## config.mk

```make
export PLATFORM = sky130hd
export DESIGN_NAME = stepper_speed_ramp_to_period_top
export DESIGN_NICKNAME = d
export VERILOG_FILES = /design/src/rtl/sspr_pkg.sv /design/src/rtl/sspr_div.sv /design/src/rtl/sspr_datapath.sv /design/src/rtl/sspr_ctrl.sv /design/src/rtl/stepper_speed_ramp_to_period_top.sv
export VERILOG_INCLUDE_DIRS = /design/src /design/src/rtl
export SDC_FILE = /design/constraint.sdc
export NUM_CORES = 2
export LEC_CHECK = 0
export BUFFER_PORTS_ARGS = -buffer_cell sky130_fd_sc_hd__buf_2
export CAP_MARGIN = 40
export CORE_AREA = 2 2 405 407
export DETAILED_ROUTE_END_ITERATION = 8
export DIE_AREA = 0 0 407 409
export PLACE_DENSITY = 0.65
export SLEW_MARGIN = 40
export SYNTH_ARGS = -nofsm -noshare
export SYNTH_HDL_FRONTEND = slang
export SYNTH_SLANG_ARGS = --single-unit
```

## constraint.sdc

```tcl
create_clock -name clk -period 9.75 [get_ports clk]
set_input_delay 1.4625 -clock clk [delete_from_list [all_inputs] [get_ports clk]]
set_output_delay 1.4625 -clock clk [all_outputs]
set_load 0.01 [all_outputs]
```

## src/rtl/stepper_speed_ramp_to_period_top_macros.svh

```systemverilog
// ---------------------------------------------------------------------------
// Assertion macros for the stepper speed ramp block
// Each macro expects signals named clk and arst_n in the module that uses it.
// ---------------------------------------------------------------------------
`ifndef STEPPER_SPEED_RAMP_TO_PERIOD_TOP_MACROS_SVH
`define STEPPER_SPEED_RAMP_TO_PERIOD_TOP_MACROS_SVH

// check c in the same cycle as a
`define SSPR_ASSERT_NOW(label, a, c, msg) \
	label: assert property (@(posedge clk) disable iff (!arst_n) (a) |-> (c)) \
		else $error(msg);

// check c in the cycle after a
`define SSPR_ASSERT_NEXT(label, a, c, msg) \
	label: assert property (@(posedge clk) disable iff (!arst_n) (a) |=> (c)) \
		else $error(msg);

`endif

```

## src/rtl/sspr_pkg.sv

```systemverilog
// ---------------------------------------------------------------------------
// sspr_pkg
// Types, register indexes and constants of the stepper speed ramp block.
// ---------------------------------------------------------------------------
package sspr_pkg;

	localparam int SPEED_W  = 16;
	localparam int DT_W     = 16;
	localparam int MODE_W   = 3;
	localparam int PERIOD_W = 32;
	localparam int ACCEL_W  = 15;
	localparam int DIST_W   = 48;
	localparam int CFG_W    = 32;
	localparam int CFG_IDX_W = 2;

	// period quotient: numerator shifted up by eight bits
	localparam int QUOT_W   = PERIOD_W + 8;
	// |l+r| * dt: 17 by 16 bits
	localparam int PROD_W   = SPEED_W + 1 + DT_W;
	// product times seven
	localparam int DISTQ_W  = PROD_W + 2;
	// divide by twenty: drop two bits, then multiply by 2^35 / 5 rounded up
	localparam int DIST_Y_W    = DISTQ_W - 2;
	localparam int DIST_LO_W   = 17;
	localparam int DIST_RCP_W  = 33;
	localparam int DIST_RCP_SH = 35;
	localparam logic [DIST_RCP_W-1:0] DIST_RCP = 33'h1_9999_999A;

	localparam logic [CFG_IDX_W-1:0] REG_MAX_ACCEL   = 2'd0;
	localparam logic [CFG_IDX_W-1:0] REG_PERIOD_NUM  = 2'd1;
	localparam logic [CFG_IDX_W-1:0] REG_PERIOD_FLOOR = 2'd2;

	localparam logic [ACCEL_W-1:0]  RST_MAX_ACCEL    = 15'd256;
	localparam logic [PERIOD_W-1:0] RST_PERIOD_NUM   = 32'd100000;
	localparam logic [PERIOD_W-1:0] RST_PERIOD_FLOOR = 32'd100;

	localparam logic [MODE_W-1:0] MODE_MIN = 3'd1;
	localparam logic [MODE_W-1:0] MODE_MAX = 3'd4;

	typedef struct packed {
		logic signed [SPEED_W-1:0] target_left;
		logic signed [SPEED_W-1:0] target_right;
		logic [DT_W-1:0]           time_step;
		logic [MODE_W-1:0]         microstep_mode;
		logic                      clear_distance;
	} req_t;

	typedef struct packed {
		logic [PERIOD_W-1:0]       left_period;
		logic                      left_reverse;
		logic [PERIOD_W-1:0]       right_period;
		logic                      right_reverse;
		logic [MODE_W-1:0]         mode_out;
		logic signed [SPEED_W-1:0] speed_left_now;
		logic signed [SPEED_W-1:0] speed_right_now;
		logic signed [DIST_W-1:0]  distance_now;
		logic                      frame_valid;
		logic                      mode_error;
	} res_t;

	typedef struct packed {
		logic capture;
		logic slew;
		logic prep;
		logic start;
		logic finish;
		logic load_out;
	} cmd_t;

	typedef struct packed {
		logic change;
		logic mode_ok;
		logic div_busy;
	} stat_t;

endpackage

```

## src/rtl/sspr_div.sv

```systemverilog
// ---------------------------------------------------------------------------
// sspr_div
// Restoring divider lane, one quotient bit per cycle.
// ---------------------------------------------------------------------------
module sspr_div #(
	parameter int DW = sspr_pkg::QUOT_W,
	parameter int VW = sspr_pkg::SPEED_W
) (
	input  logic          clk,
	input  logic          arst_n,
	input  logic          start,
	input  logic [DW-1:0] dividend,
	input  logic [VW-1:0] divisor,
	output logic          busy,
	output logic [DW-1:0] quotient
);

	localparam int CW = $clog2(DW + 1);

	logic [CW-1:0] cnt_q;
	logic [DW-1:0] quo_q;
	logic [VW-1:0] rem_q;
	logic [VW-1:0] dvs_q;
	logic [VW:0]   trial;
	logic          ge;
	logic [VW:0]   diff;

	assign trial = {rem_q, quo_q[DW-1]};
	assign ge    = trial >= {1'b0, dvs_q};
	assign diff  = trial - {1'b0, dvs_q};

	always_ff @(posedge clk or negedge arst_n) begin
		if (!arst_n) begin
			cnt_q <= '0;
		end else if (start) begin
			cnt_q <= CW'(DW);
		end else if (busy) begin
			cnt_q <= cnt_q - 1'b1;
		end
	end

	always_ff @(posedge clk) begin
		if (start) begin
			quo_q <= dividend;
			rem_q <= '0;
			dvs_q <= divisor;
		end else if (busy) begin
			quo_q <= {quo_q[DW-2:0], ge};
			rem_q <= ge ? diff[VW-1:0] : trial[VW-1:0];
		end
	end

	assign busy     = cnt_q != '0;
	assign quotient = quo_q;

endmodule

```

## src/rtl/sspr_datapath.sv

```systemverilog
// ---------------------------------------------------------------------------
// sspr_datapath
// Configuration, held speeds, odometer, divider lanes and result register.
// ---------------------------------------------------------------------------
module sspr_datapath (
	input  logic                                clk,
	input  logic                                arst_n,
	input  logic                                cfg_we,
	input  logic [sspr_pkg::CFG_IDX_W-1:0]      cfg_index,
	input  logic [sspr_pkg::CFG_W-1:0]          cfg_data,
	input  sspr_pkg::req_t                      req_data,
	output sspr_pkg::res_t                      res_data,
	input  sspr_pkg::cmd_t                      cmd,
	output sspr_pkg::stat_t                     stat
);

	localparam int SW = sspr_pkg::SPEED_W;
	localparam int PW = sspr_pkg::PERIOD_W;
	localparam int QW = sspr_pkg::QUOT_W;
	localparam int DW = sspr_pkg::DIST_W;
	localparam int YW = sspr_pkg::DIST_Y_W;
	localparam int LW = sspr_pkg::DIST_LO_W;
	localparam int RW = sspr_pkg::DIST_RCP_W;
	localparam int FW = YW + RW;

	function automatic logic signed [SW-1:0] slew_f(
		input logic signed [SW-1:0] held,
		input logic signed [SW-1:0] target,
		input logic [sspr_pkg::ACCEL_W-1:0] acc
	);
		logic signed [SW:0] diff;
		logic signed [SW:0] lim;
		logic signed [SW:0] nxt;
		diff = {held[SW-1], held} - {target[SW-1], target};
		lim  = {2'b00, acc};
		if (diff > lim) begin
			nxt = {held[SW-1], held} - lim;
		end else if (diff < -lim) begin
			nxt = {held[SW-1], held} + lim;
		end else begin
			nxt = {target[SW-1], target};
		end
		return nxt[SW-1:0];
	endfunction

	function automatic logic [PW-1:0] period_f(
		input logic [QW-1:0] q,
		input logic          zero,
		input logic [PW-1:0] flr
	);
		logic [PW-1:0] p;
		if (zero) begin
			p = '0;
		end else if (|q[QW-1:PW]) begin
			p = '1;
		end else begin
			p = q[PW-1:0];
		end
		if (p != '0 && p < flr) begin
			p = flr;
		end
		return p;
	endfunction

	logic [sspr_pkg::ACCEL_W-1:0] accel_q;
	logic [PW-1:0]                num_q;
	logic [PW-1:0]                floor_q;

	sspr_pkg::req_t               req_q;
	logic signed [SW-1:0]         held_l_q;
	logic signed [SW-1:0]         held_r_q;
	logic [sspr_pkg::MODE_W-1:0]  last_mode_q;
	logic signed [DW-1:0]         odo_q;
	logic                         frame_q;
	logic                         err_q;
	logic                         sneg_q;
	logic [sspr_pkg::PROD_W-1:0]  prod_q;
	logic [PW-1:0]                lp_q;
	logic [PW-1:0]                rp_q;
	sspr_pkg::res_t               res_q;
	logic                         dstep_s1;
	logic                         dstep_s2;
	logic [LW+RW-1:0]             dist_lo_s1;
	logic [YW-LW+RW-1:0]          dist_hi_s2;
	logic [sspr_pkg::DISTQ_W-1:0] quo_d_q;

	logic [1:0]                   shift;
	logic [SW:0]                  sum_s;
	logic [SW:0]                  mag_s;
	logic [SW-1:0]                mag_l;
	logic [SW-1:0]                mag_r;
	logic [QW-1:0]                num_ext;
	logic [sspr_pkg::DISTQ_W:0]   prod7;
	logic [YW-1:0]                dist_y;
	logic [FW-1:0]                dist_full;
	logic [PW-1:0]                flr;
	logic [QW-1:0]                quo_l;
	logic [QW-1:0]                quo_r;
	logic                         busy_l;
	logic                         busy_r;
	logic [DW:0]                  inc;
	logic [DW:0]                  odo_sum;
	logic signed [DW-1:0]         odo_sat;

	assign shift   = 2'(req_q.microstep_mode - 3'd1);
	assign sum_s   = {held_l_q[SW-1], held_l_q} + {held_r_q[SW-1], held_r_q};
	assign mag_s   = sum_s[SW] ? (~sum_s + 1'b1) : sum_s;
	assign mag_l   = held_l_q[SW-1] ? (~held_l_q + 1'b1) : held_l_q;
	assign mag_r   = held_r_q[SW-1] ? (~held_r_q + 1'b1) : held_r_q;
	assign num_ext = {num_q >> shift, 8'h00};
	assign prod7   = ({3'b000, prod_q} << 3) - {3'b000, prod_q};
	assign dist_y  = prod7[sspr_pkg::DISTQ_W-1:2];
	assign flr     = floor_q >> shift;

	assign stat.change = (req_q.target_left != held_l_q) || (req_q.target_right != held_r_q)
		|| (req_q.microstep_mode != last_mode_q);
	assign stat.mode_ok = (req_q.microstep_mode >= sspr_pkg::MODE_MIN)
		&& (req_q.microstep_mode <= sspr_pkg::MODE_MAX);
	assign stat.div_busy = busy_l | busy_r;

	sspr_div #(.DW(QW), .VW(SW)) u_div_left (
		.clk      (clk),
		.arst_n   (arst_n),
		.start    (cmd.start),
		.dividend (num_ext),
		.divisor  (mag_l),
		.busy     (busy_l),
		.quotient (quo_l)
	);

	sspr_div #(.DW(QW), .VW(SW)) u_div_right (
		.clk      (clk),
		.arst_n   (arst_n),
		.start    (cmd.start),
		.dividend (num_ext),
		.divisor  (mag_r),
		.busy     (busy_r),
		.quotient (quo_r)
	);

	assign dist_full = {dist_hi_s2, {LW{1'b0}}} + FW'(dist_lo_s1);

	assign inc     = sneg_q ? (~{(DW + 1 - sspr_pkg::DISTQ_W)'(0), quo_d_q} + 1'b1)
		: {(DW + 1 - sspr_pkg::DISTQ_W)'(0), quo_d_q};
	assign odo_sum = {odo_q[DW-1], odo_q} + inc;
	always_comb begin
		if (odo_sum[DW] != odo_sum[DW-1]) begin
			odo_sat = odo_sum[DW] ? {1'b1, {(DW - 1){1'b0}}} : {1'b0, {(DW - 1){1'b1}}};
		end else begin
			odo_sat = odo_sum[DW-1:0];
		end
	end

	// configuration
	always_ff @(posedge clk or negedge arst_n) begin
		if (!arst_n) begin
			accel_q <= sspr_pkg::RST_MAX_ACCEL;
			num_q   <= sspr_pkg::RST_PERIOD_NUM;
			floor_q <= sspr_pkg::RST_PERIOD_FLOOR;
		end else if (cfg_we) begin
			case (cfg_index)
				sspr_pkg::REG_MAX_ACCEL:    accel_q <= cfg_data[sspr_pkg::ACCEL_W-1:0];
				sspr_pkg::REG_PERIOD_NUM:   num_q   <= cfg_data;
				sspr_pkg::REG_PERIOD_FLOOR: floor_q <= cfg_data;
				default: begin
				end
			endcase
		end
	end

	// architectural state
	always_ff @(posedge clk or negedge arst_n) begin
		if (!arst_n) begin
			held_l_q    <= '0;
			held_r_q    <= '0;
			last_mode_q <= '0;
			odo_q       <= '0;
			frame_q     <= 1'b0;
			err_q       <= 1'b0;
		end else begin
			if (cmd.capture && req_data.clear_distance) begin
				odo_q <= '0;
			end
			if (cmd.slew) begin
				frame_q <= stat.change && stat.mode_ok;
				err_q   <= stat.change && !stat.mode_ok;
				if (stat.change) begin
					held_l_q <= slew_f(held_l_q, req_q.target_left, accel_q);
					held_r_q <= slew_f(held_r_q, req_q.target_right, accel_q);
				end
			end
			if (cmd.finish) begin
				odo_q       <= odo_sat;
				last_mode_q <= req_q.microstep_mode;
			end
		end
	end

	always_ff @(posedge clk or negedge arst_n) begin
		if (!arst_n) begin
			dstep_s1 <= 1'b0;
			dstep_s2 <= 1'b0;
		end else begin
			dstep_s1 <= cmd.start;
			dstep_s2 <= dstep_s1;
		end
	end

	always_ff @(posedge clk) begin
		if (cmd.capture) begin
			req_q <= req_data;
		end
		if (cmd.prep) begin
			sneg_q <= sum_s[SW];
			prod_q <= sspr_pkg::PROD_W'(mag_s) * sspr_pkg::PROD_W'(req_q.time_step);
		end
		if (cmd.start) begin
			dist_lo_s1 <= (LW + RW)'(dist_y[LW-1:0]) * (LW + RW)'(sspr_pkg::DIST_RCP);
		end
		if (dstep_s1) begin
			dist_hi_s2 <= (YW - LW + RW)'(dist_y[YW-1:LW]) * (YW - LW + RW)'(sspr_pkg::DIST_RCP);
		end
		if (dstep_s2) begin
			quo_d_q <= sspr_pkg::DISTQ_W'(dist_full[FW-1:sspr_pkg::DIST_RCP_SH]);
		end
		if (cmd.finish) begin
			lp_q <= period_f(quo_l, held_l_q == '0, flr);
			rp_q <= period_f(quo_r, held_r_q == '0, flr);
		end
		if (cmd.load_out) begin
			res_q.left_period     <= frame_q ? lp_q : '0;
			res_q.left_reverse    <= frame_q & held_l_q[SW-1];
			res_q.right_period    <= frame_q ? rp_q : '0;
			res_q.right_reverse   <= frame_q & held_r_q[SW-1];
			res_q.mode_out        <= frame_q ? req_q.microstep_mode : '0;
			res_q.speed_left_now  <= held_l_q;
			res_q.speed_right_now <= held_r_q;
			res_q.distance_now    <= odo_q;
			res_q.frame_valid     <= frame_q;
			res_q.mode_error      <= err_q;
		end
	end

	assign res_data = res_q;

endmodule

```

## src/rtl/sspr_ctrl.sv

```systemverilog
// ---------------------------------------------------------------------------
// sspr_ctrl
// Sequencer for one request beat: slew, divide and update when the beat makes a frame, hand over the result.
// ---------------------------------------------------------------------------
`include "stepper_speed_ramp_to_period_top_macros.svh"

module sspr_ctrl (
	input  logic            clk,
	input  logic            arst_n,
	input  logic            req_valid,
	output logic            req_stall,
	output logic            res_valid,
	input  logic            res_stall,
	input  sspr_pkg::stat_t stat,
	output sspr_pkg::cmd_t  cmd
);

	localparam logic [2:0] ST_IDLE  = 3'd0;
	localparam logic [2:0] ST_SLEW  = 3'd1;
	localparam logic [2:0] ST_PREP  = 3'd2;
	localparam logic [2:0] ST_START = 3'd3;
	localparam logic [2:0] ST_DIV   = 3'd4;
	localparam logic [2:0] ST_FIN   = 3'd5;
	localparam logic [2:0] ST_OUT   = 3'd6;

	logic [2:0] state_q;
	logic [2:0] state_d;
	logic       res_valid_q;
	logic       out_free;

	assign req_stall = state_q != ST_IDLE;
	assign out_free  = !res_valid_q || !res_stall;

	always_comb begin
		state_d      = state_q;
		cmd          = '0;
		case (state_q)
			ST_IDLE: begin
				if (req_valid) begin
					cmd.capture = 1'b1;
					state_d     = ST_SLEW;
				end
			end
			ST_SLEW: begin
				cmd.slew = 1'b1;
				state_d  = (stat.change && stat.mode_ok) ? ST_PREP : ST_OUT;
			end
			ST_PREP: begin
				cmd.prep = 1'b1;
				state_d  = ST_START;
			end
			ST_START: begin
				cmd.start = 1'b1;
				state_d   = ST_DIV;
			end
			ST_DIV: begin
				if (!stat.div_busy) begin
					state_d = ST_FIN;
				end
			end
			ST_FIN: begin
				cmd.finish = 1'b1;
				state_d    = ST_OUT;
			end
			ST_OUT: begin
				if (out_free) begin
					cmd.load_out = 1'b1;
					state_d      = ST_IDLE;
				end
			end
			default: begin
				state_d = ST_IDLE;
			end
		endcase
	end

	always_ff @(posedge clk or negedge arst_n) begin
		if (!arst_n) begin
			state_q     <= ST_IDLE;
			res_valid_q <= 1'b0;
		end else begin
			state_q <= state_d;
			if (cmd.load_out) begin
				res_valid_q <= 1'b1;
			end else if (!res_stall) begin
				res_valid_q <= 1'b0;
			end
		end
	end

	assign res_valid = res_valid_q;

	`SSPR_ASSERT_NEXT(a_accept_slews, req_valid && !req_stall, state_q == ST_SLEW,
		"accepted beat did not move to slew")
	`SSPR_ASSERT_NEXT(a_start_busy, cmd.start, stat.div_busy,
		"divider lanes idle after start")
	`SSPR_ASSERT_NOW(a_fin_done, state_q == ST_FIN, !stat.div_busy,
		"finish while a divider lane is busy")
	`SSPR_ASSERT_NEXT(a_out_hold, state_q == ST_OUT && res_valid && res_stall,
		state_q == ST_OUT, "result overwritten while stalled")

endmodule

```

## src/rtl/stepper_speed_ramp_to_period_top.sv

```systemverilog
// A frame passes through the slew, prep, start, divide, finish and output states before the result is registered.
// A request that changes nothing, or carries an invalid mode, goes from slew straight to the output state.
// The block takes one request at a time: req_stall stays high until the result is loaded for output.
// Left and right dividers run side by side; the distance is scaled by a reciprocal meanwhile.
// Reset (arst_n low, asynchronous): speeds, mode, distance cleared; registers to defaults.
// ---------------------------------------------------------------------------
// stepper_speed_ramp_to_period_top
// Slew-limited wheel speeds turned into step periods, with odometry.
// ---------------------------------------------------------------------------
module stepper_speed_ramp_to_period_top (
	input  logic                           clk,
	input  logic                           arst_n,
	input  logic                           req_valid,
	output logic                           req_stall,
	input  sspr_pkg::req_t                 req_data,
	output logic                           res_valid,
	input  logic                           res_stall,
	output sspr_pkg::res_t                 res_data,
	input  logic                           cfg_we,
	input  logic [sspr_pkg::CFG_IDX_W-1:0] cfg_index,
	input  logic [sspr_pkg::CFG_W-1:0]     cfg_data
);

	sspr_pkg::cmd_t  cmd;
	sspr_pkg::stat_t stat;

	sspr_ctrl u_ctrl (
		.clk       (clk),
		.arst_n    (arst_n),
		.req_valid (req_valid),
		.req_stall (req_stall),
		.res_valid (res_valid),
		.res_stall (res_stall),
		.stat      (stat),
		.cmd       (cmd)
	);

	sspr_datapath u_dp (
		.clk       (clk),
		.arst_n    (arst_n),
		.cfg_we    (cfg_we),
		.cfg_index (cfg_index),
		.cfg_data  (cfg_data),
		.req_data  (req_data),
		.res_data  (res_data),
		.cmd       (cmd),
		.stat      (stat)
	);

endmodule

```

==> metrics.md <==
| Metric | Value |
|---|---|
| Run status | `complete, no violations` |
| # setup viols final | `0` |
| M3 GR Usage | `0.0374` |
| Fin cells | `9,007` |
| Post-layout min period | `approximately 9.3 ns` |
| Ys Warns | `0` |
| Placed Cells incl. Taps | `a little under 9,000` |
| Tightest Hold Check Type | `flip-flop to flip-flop` |
| Row cnt | `between 100 and 150` |
| Grt total ovfl | `0` |
| Arr. time, crit path | `roughly 10 ns` |
| Port bufs | `243` |
| Layout Skew | `0.0553 ns` |
| Clock Tree Root | `clkbuf_16` |
| Cell seen most often among critical-path stages | `fa_1` |
| Initial Util | `0.398` |
| Post-Syn Instances | `6,540` |
| Pre-antenna DRT Iters | `6` |
| Synth Flop Type | `edfxtp_1` |
| Final hold viol count | `0` |
| CTS tree | `done` |
| Post-synth ARST share | `0.247` |
| Die height | `a little over 400 µm` |
| DRC | `0` |
| First-pass GRT wire length | `271,000 µm` |
| Initial antenna violation count | `5` |
| Max H-tree Level | `3` |
| Slack of the worst reg-to-reg path | `approximately 0.48 ns` |
| Post-synth EDFFs | `roughly 510` |
| Max incr delay on CP | `0.55 ns` |
| Fmax | `between 0.1 and 0.15 GHz` |
| Highest net fanout along the worst path | `6` |
| Setup CP Type | `flip-flop to flip-flop` |
| HPWL Detailed | `around 140,000 µm` |
| DR iter-0 viols | `roughly 3,800` |
| Post-Syn Area | `about 64,000 µm²` |
| Clk slew on worst S/H paths | `0.06 ns` |
| Clk buf depth | `3` |
| Die Area | `about 170,000 µm²` |
| Core Box Area | `162,000 µm²` |
| Synth unique cells | `between 90 and 100` |
| GR Util met2 | `0.321` |
| # clock sinks | `~740` |
| Commonest non-fill, non-tap cell in the layout | `inv_1` |
| DR vias | `48,587` |
| Commonest non-fill, non-tap cells in the layout | `765 x inv_1, 754 x ha_1, 749 x nand2_1` |
| Synthesized area per cell | `9.86 µm²` |
| Max-slew headroom | `0.443` |
| Worst skew pair latency | `0.73 ns` |
| Filler Cell Count | `around 15,000` |
| Gpl congestion | `about 0.92` |
| Post-synth net total | `slightly below 8,000` |
| Max_cap viols | `0` |
| Routed Antenna Nets | `0` |
| CP Launch Type | `flip-flop` |
| Sequential area share after synthesis | `0.322` |
| Required time of the critical path | `10.20 ns` |
| Max-slew violation count | `0` |
| Synthesized flop and latch total | `between 700 and 800` |
| Final WL | `~170,000 µm` |
| Final period util | `0.951` |
| Via density | `between 5 and 6` |
| TritonCTS buffer count | `85` |
| GRT Resource Usage Total | `0.206` |
| Die W | `407 µm` |
| IO Count | `244` |
| Pin count of the biggest net entering global routing | `132` |
| Synthesis-to-layout area growth | `10.8%` |
| Most used routing layer in global routing | `met2` |
| CP max stage cell | `fa_1` |
| Worst-Margin Slew | `approximately 0.84 ns` |
| GR Util met1 | `0.296` |
| Post-CTS Setup Inserts | `0` |
| Setup crit end kind | `flip-flop` |
| Final #Nets | `between 7,000 and 8,000` |
| DR WL/cell | `roughly 19 µm` |
| Via count of the first global-routing pass | `47,927` |
| Fraction of layout cells with a size suffix above 1 | `0.0997` |
==> cell families (layout without fill, tap and decap cells) <==
kind of cell	after synthesis	count (layout)	synth area share
AOI/OAI and AO/OA	1288	1288	0.131
other	0	1	0
buffers and inverters	978	1269	0.0582
and+or+nand+nor	1851	1851	0.137
adders and majority gates	1144	1144	0.267
xor gates and xnor gates	343	343	0.0467
muxes	199	199	0.0378
DFF	737	737	0.322
==> repair_timing <==
item	4_1_cts	5_1_grt
gates resized for setup	0	3
endpoints found under the setup margin	0	3
hold buffers	0	0
==> state kept, by name (all words and copies together), names as in the netlist, 3 cells and up <==
register                   flops
u_ctrl.state_q                 3
u_dp.accel_q                  15
u_dp.dist_hi_s2               48
u_dp.dist_lo_s1               32
u_dp.floor_q                  32
u_dp.held_l_q                 16
u_dp.held_r_q                 16
u_dp.last_mode_q               3
u_dp.lp_q                     32
u_dp.num_q                    32
u_dp.odo_q                    48
u_dp.prod_q                   33
u_dp.quo_d_q                  31
u_dp.req_q                    51
u_dp.res_data                151
u_dp.rp_q                     32
u_dp.u_div_left.cnt_q          6
u_dp.u_div_left.dvs_q         16
u_dp.u_div_left.quotient      40
u_dp.u_div_left.rem_q         16
u_dp.u_div_right.cnt_q         6
u_dp.u_div_right.dvs_q        16
u_dp.u_div_right.quotient     40
u_dp.u_div_right.rem_q        16
==> synthesized netlist by cell type (58+ instances only) <==
library cell  count  area, µm²
ha_1            755       9450
dfrtp_1         172       4300
nand2_1         751       2820
nand4_1          58        363
nor2_1          330       1240
and2_1          224       1400
a21oi_1         296       1480
edfxtp_1        507      15200
o21a_1           67        503
clkbuf_1        169        634
fa_1            389       7790
xor2_1          103        902
a21o_1          146       1100
o211ai_1         79        593
o21ai_0         290       1450
nand3_1          85        425
xnor2_1         239       2090
nor3_1           88        440
mux2i_1          95        951
inv_1           765       2870
mux2_2           76        856
==> critical path, delay by kind of cell (launching register included) <==
kind	cells	cell delay, ns
adder cells (fa/ha/maj)	8	3.54
AND/OR/NAND/NOR	5	1.07
buffers and inverters	5	0.41
flip-flops	1	0.45
AO/OA/AOI/OAI	12	3.29
XOR/XNOR	2	0.27
==> through the flow <==
step	setup slack, ns	TNS, ns	utilization	hold slack [ns]	area [µm²]
CTS	0.432	0	0.440	0.470	71400
global placement	0.709	0	0.422	0.468	68400
detailed placement	0.419	0	0.423	0.473	68500
floorplan	0.297	0	-	0.425	64500
finish	0.479	0	0.441	0.472	71400
global route	-0.000835	-0.000835	0.441	0.501	71400
==> path summary, 6_finish.rpt <==
check                                             from                     endpoint  cells after the start
max                                     u_dp.prod_q[0]          u_dp.dist_hi_s2[48]                     32
min                        u_dp.u_div_left.quotient[6]  u_dp.u_div_left.quotient[7]                      2
max reg2reg                             u_dp.prod_q[0]          u_dp.dist_hi_s2[48]                     32
min reg2reg                u_dp.u_div_left.quotient[6]  u_dp.u_div_left.quotient[7]                      2
max in group asynchronous                       arst_n                u_dp.dstep_s1                      2
min in group asynchronous                       arst_n             u_dp.floor_q[20]                      1
==> layer usage <==
metal,part of all wire,vias up
met2,0.45,1465
met1,0.46,23641
met5,0.000075,-
li1,-,23261
met3,0.068,218
met4,0.020,2
==> final cells by class <==
cell class              instances  area, µm²  share of cell area
multi-input cells            4825      40200               0.562
flip-flops and latches        737      20800               0.291
inverters                     769       2890              0.0405
well taps                    2175       2720              0.0381
clock buffers                 115       2350              0.0329
repair buffers                340       2020              0.0283
clock inverters                45        520             0.00729
diodes                          1       2.50           0.0000350
Power is left out: the tool's default activity adds up to more than one toggle a clock period on the data nets, which glitch-free logic cannot reach.
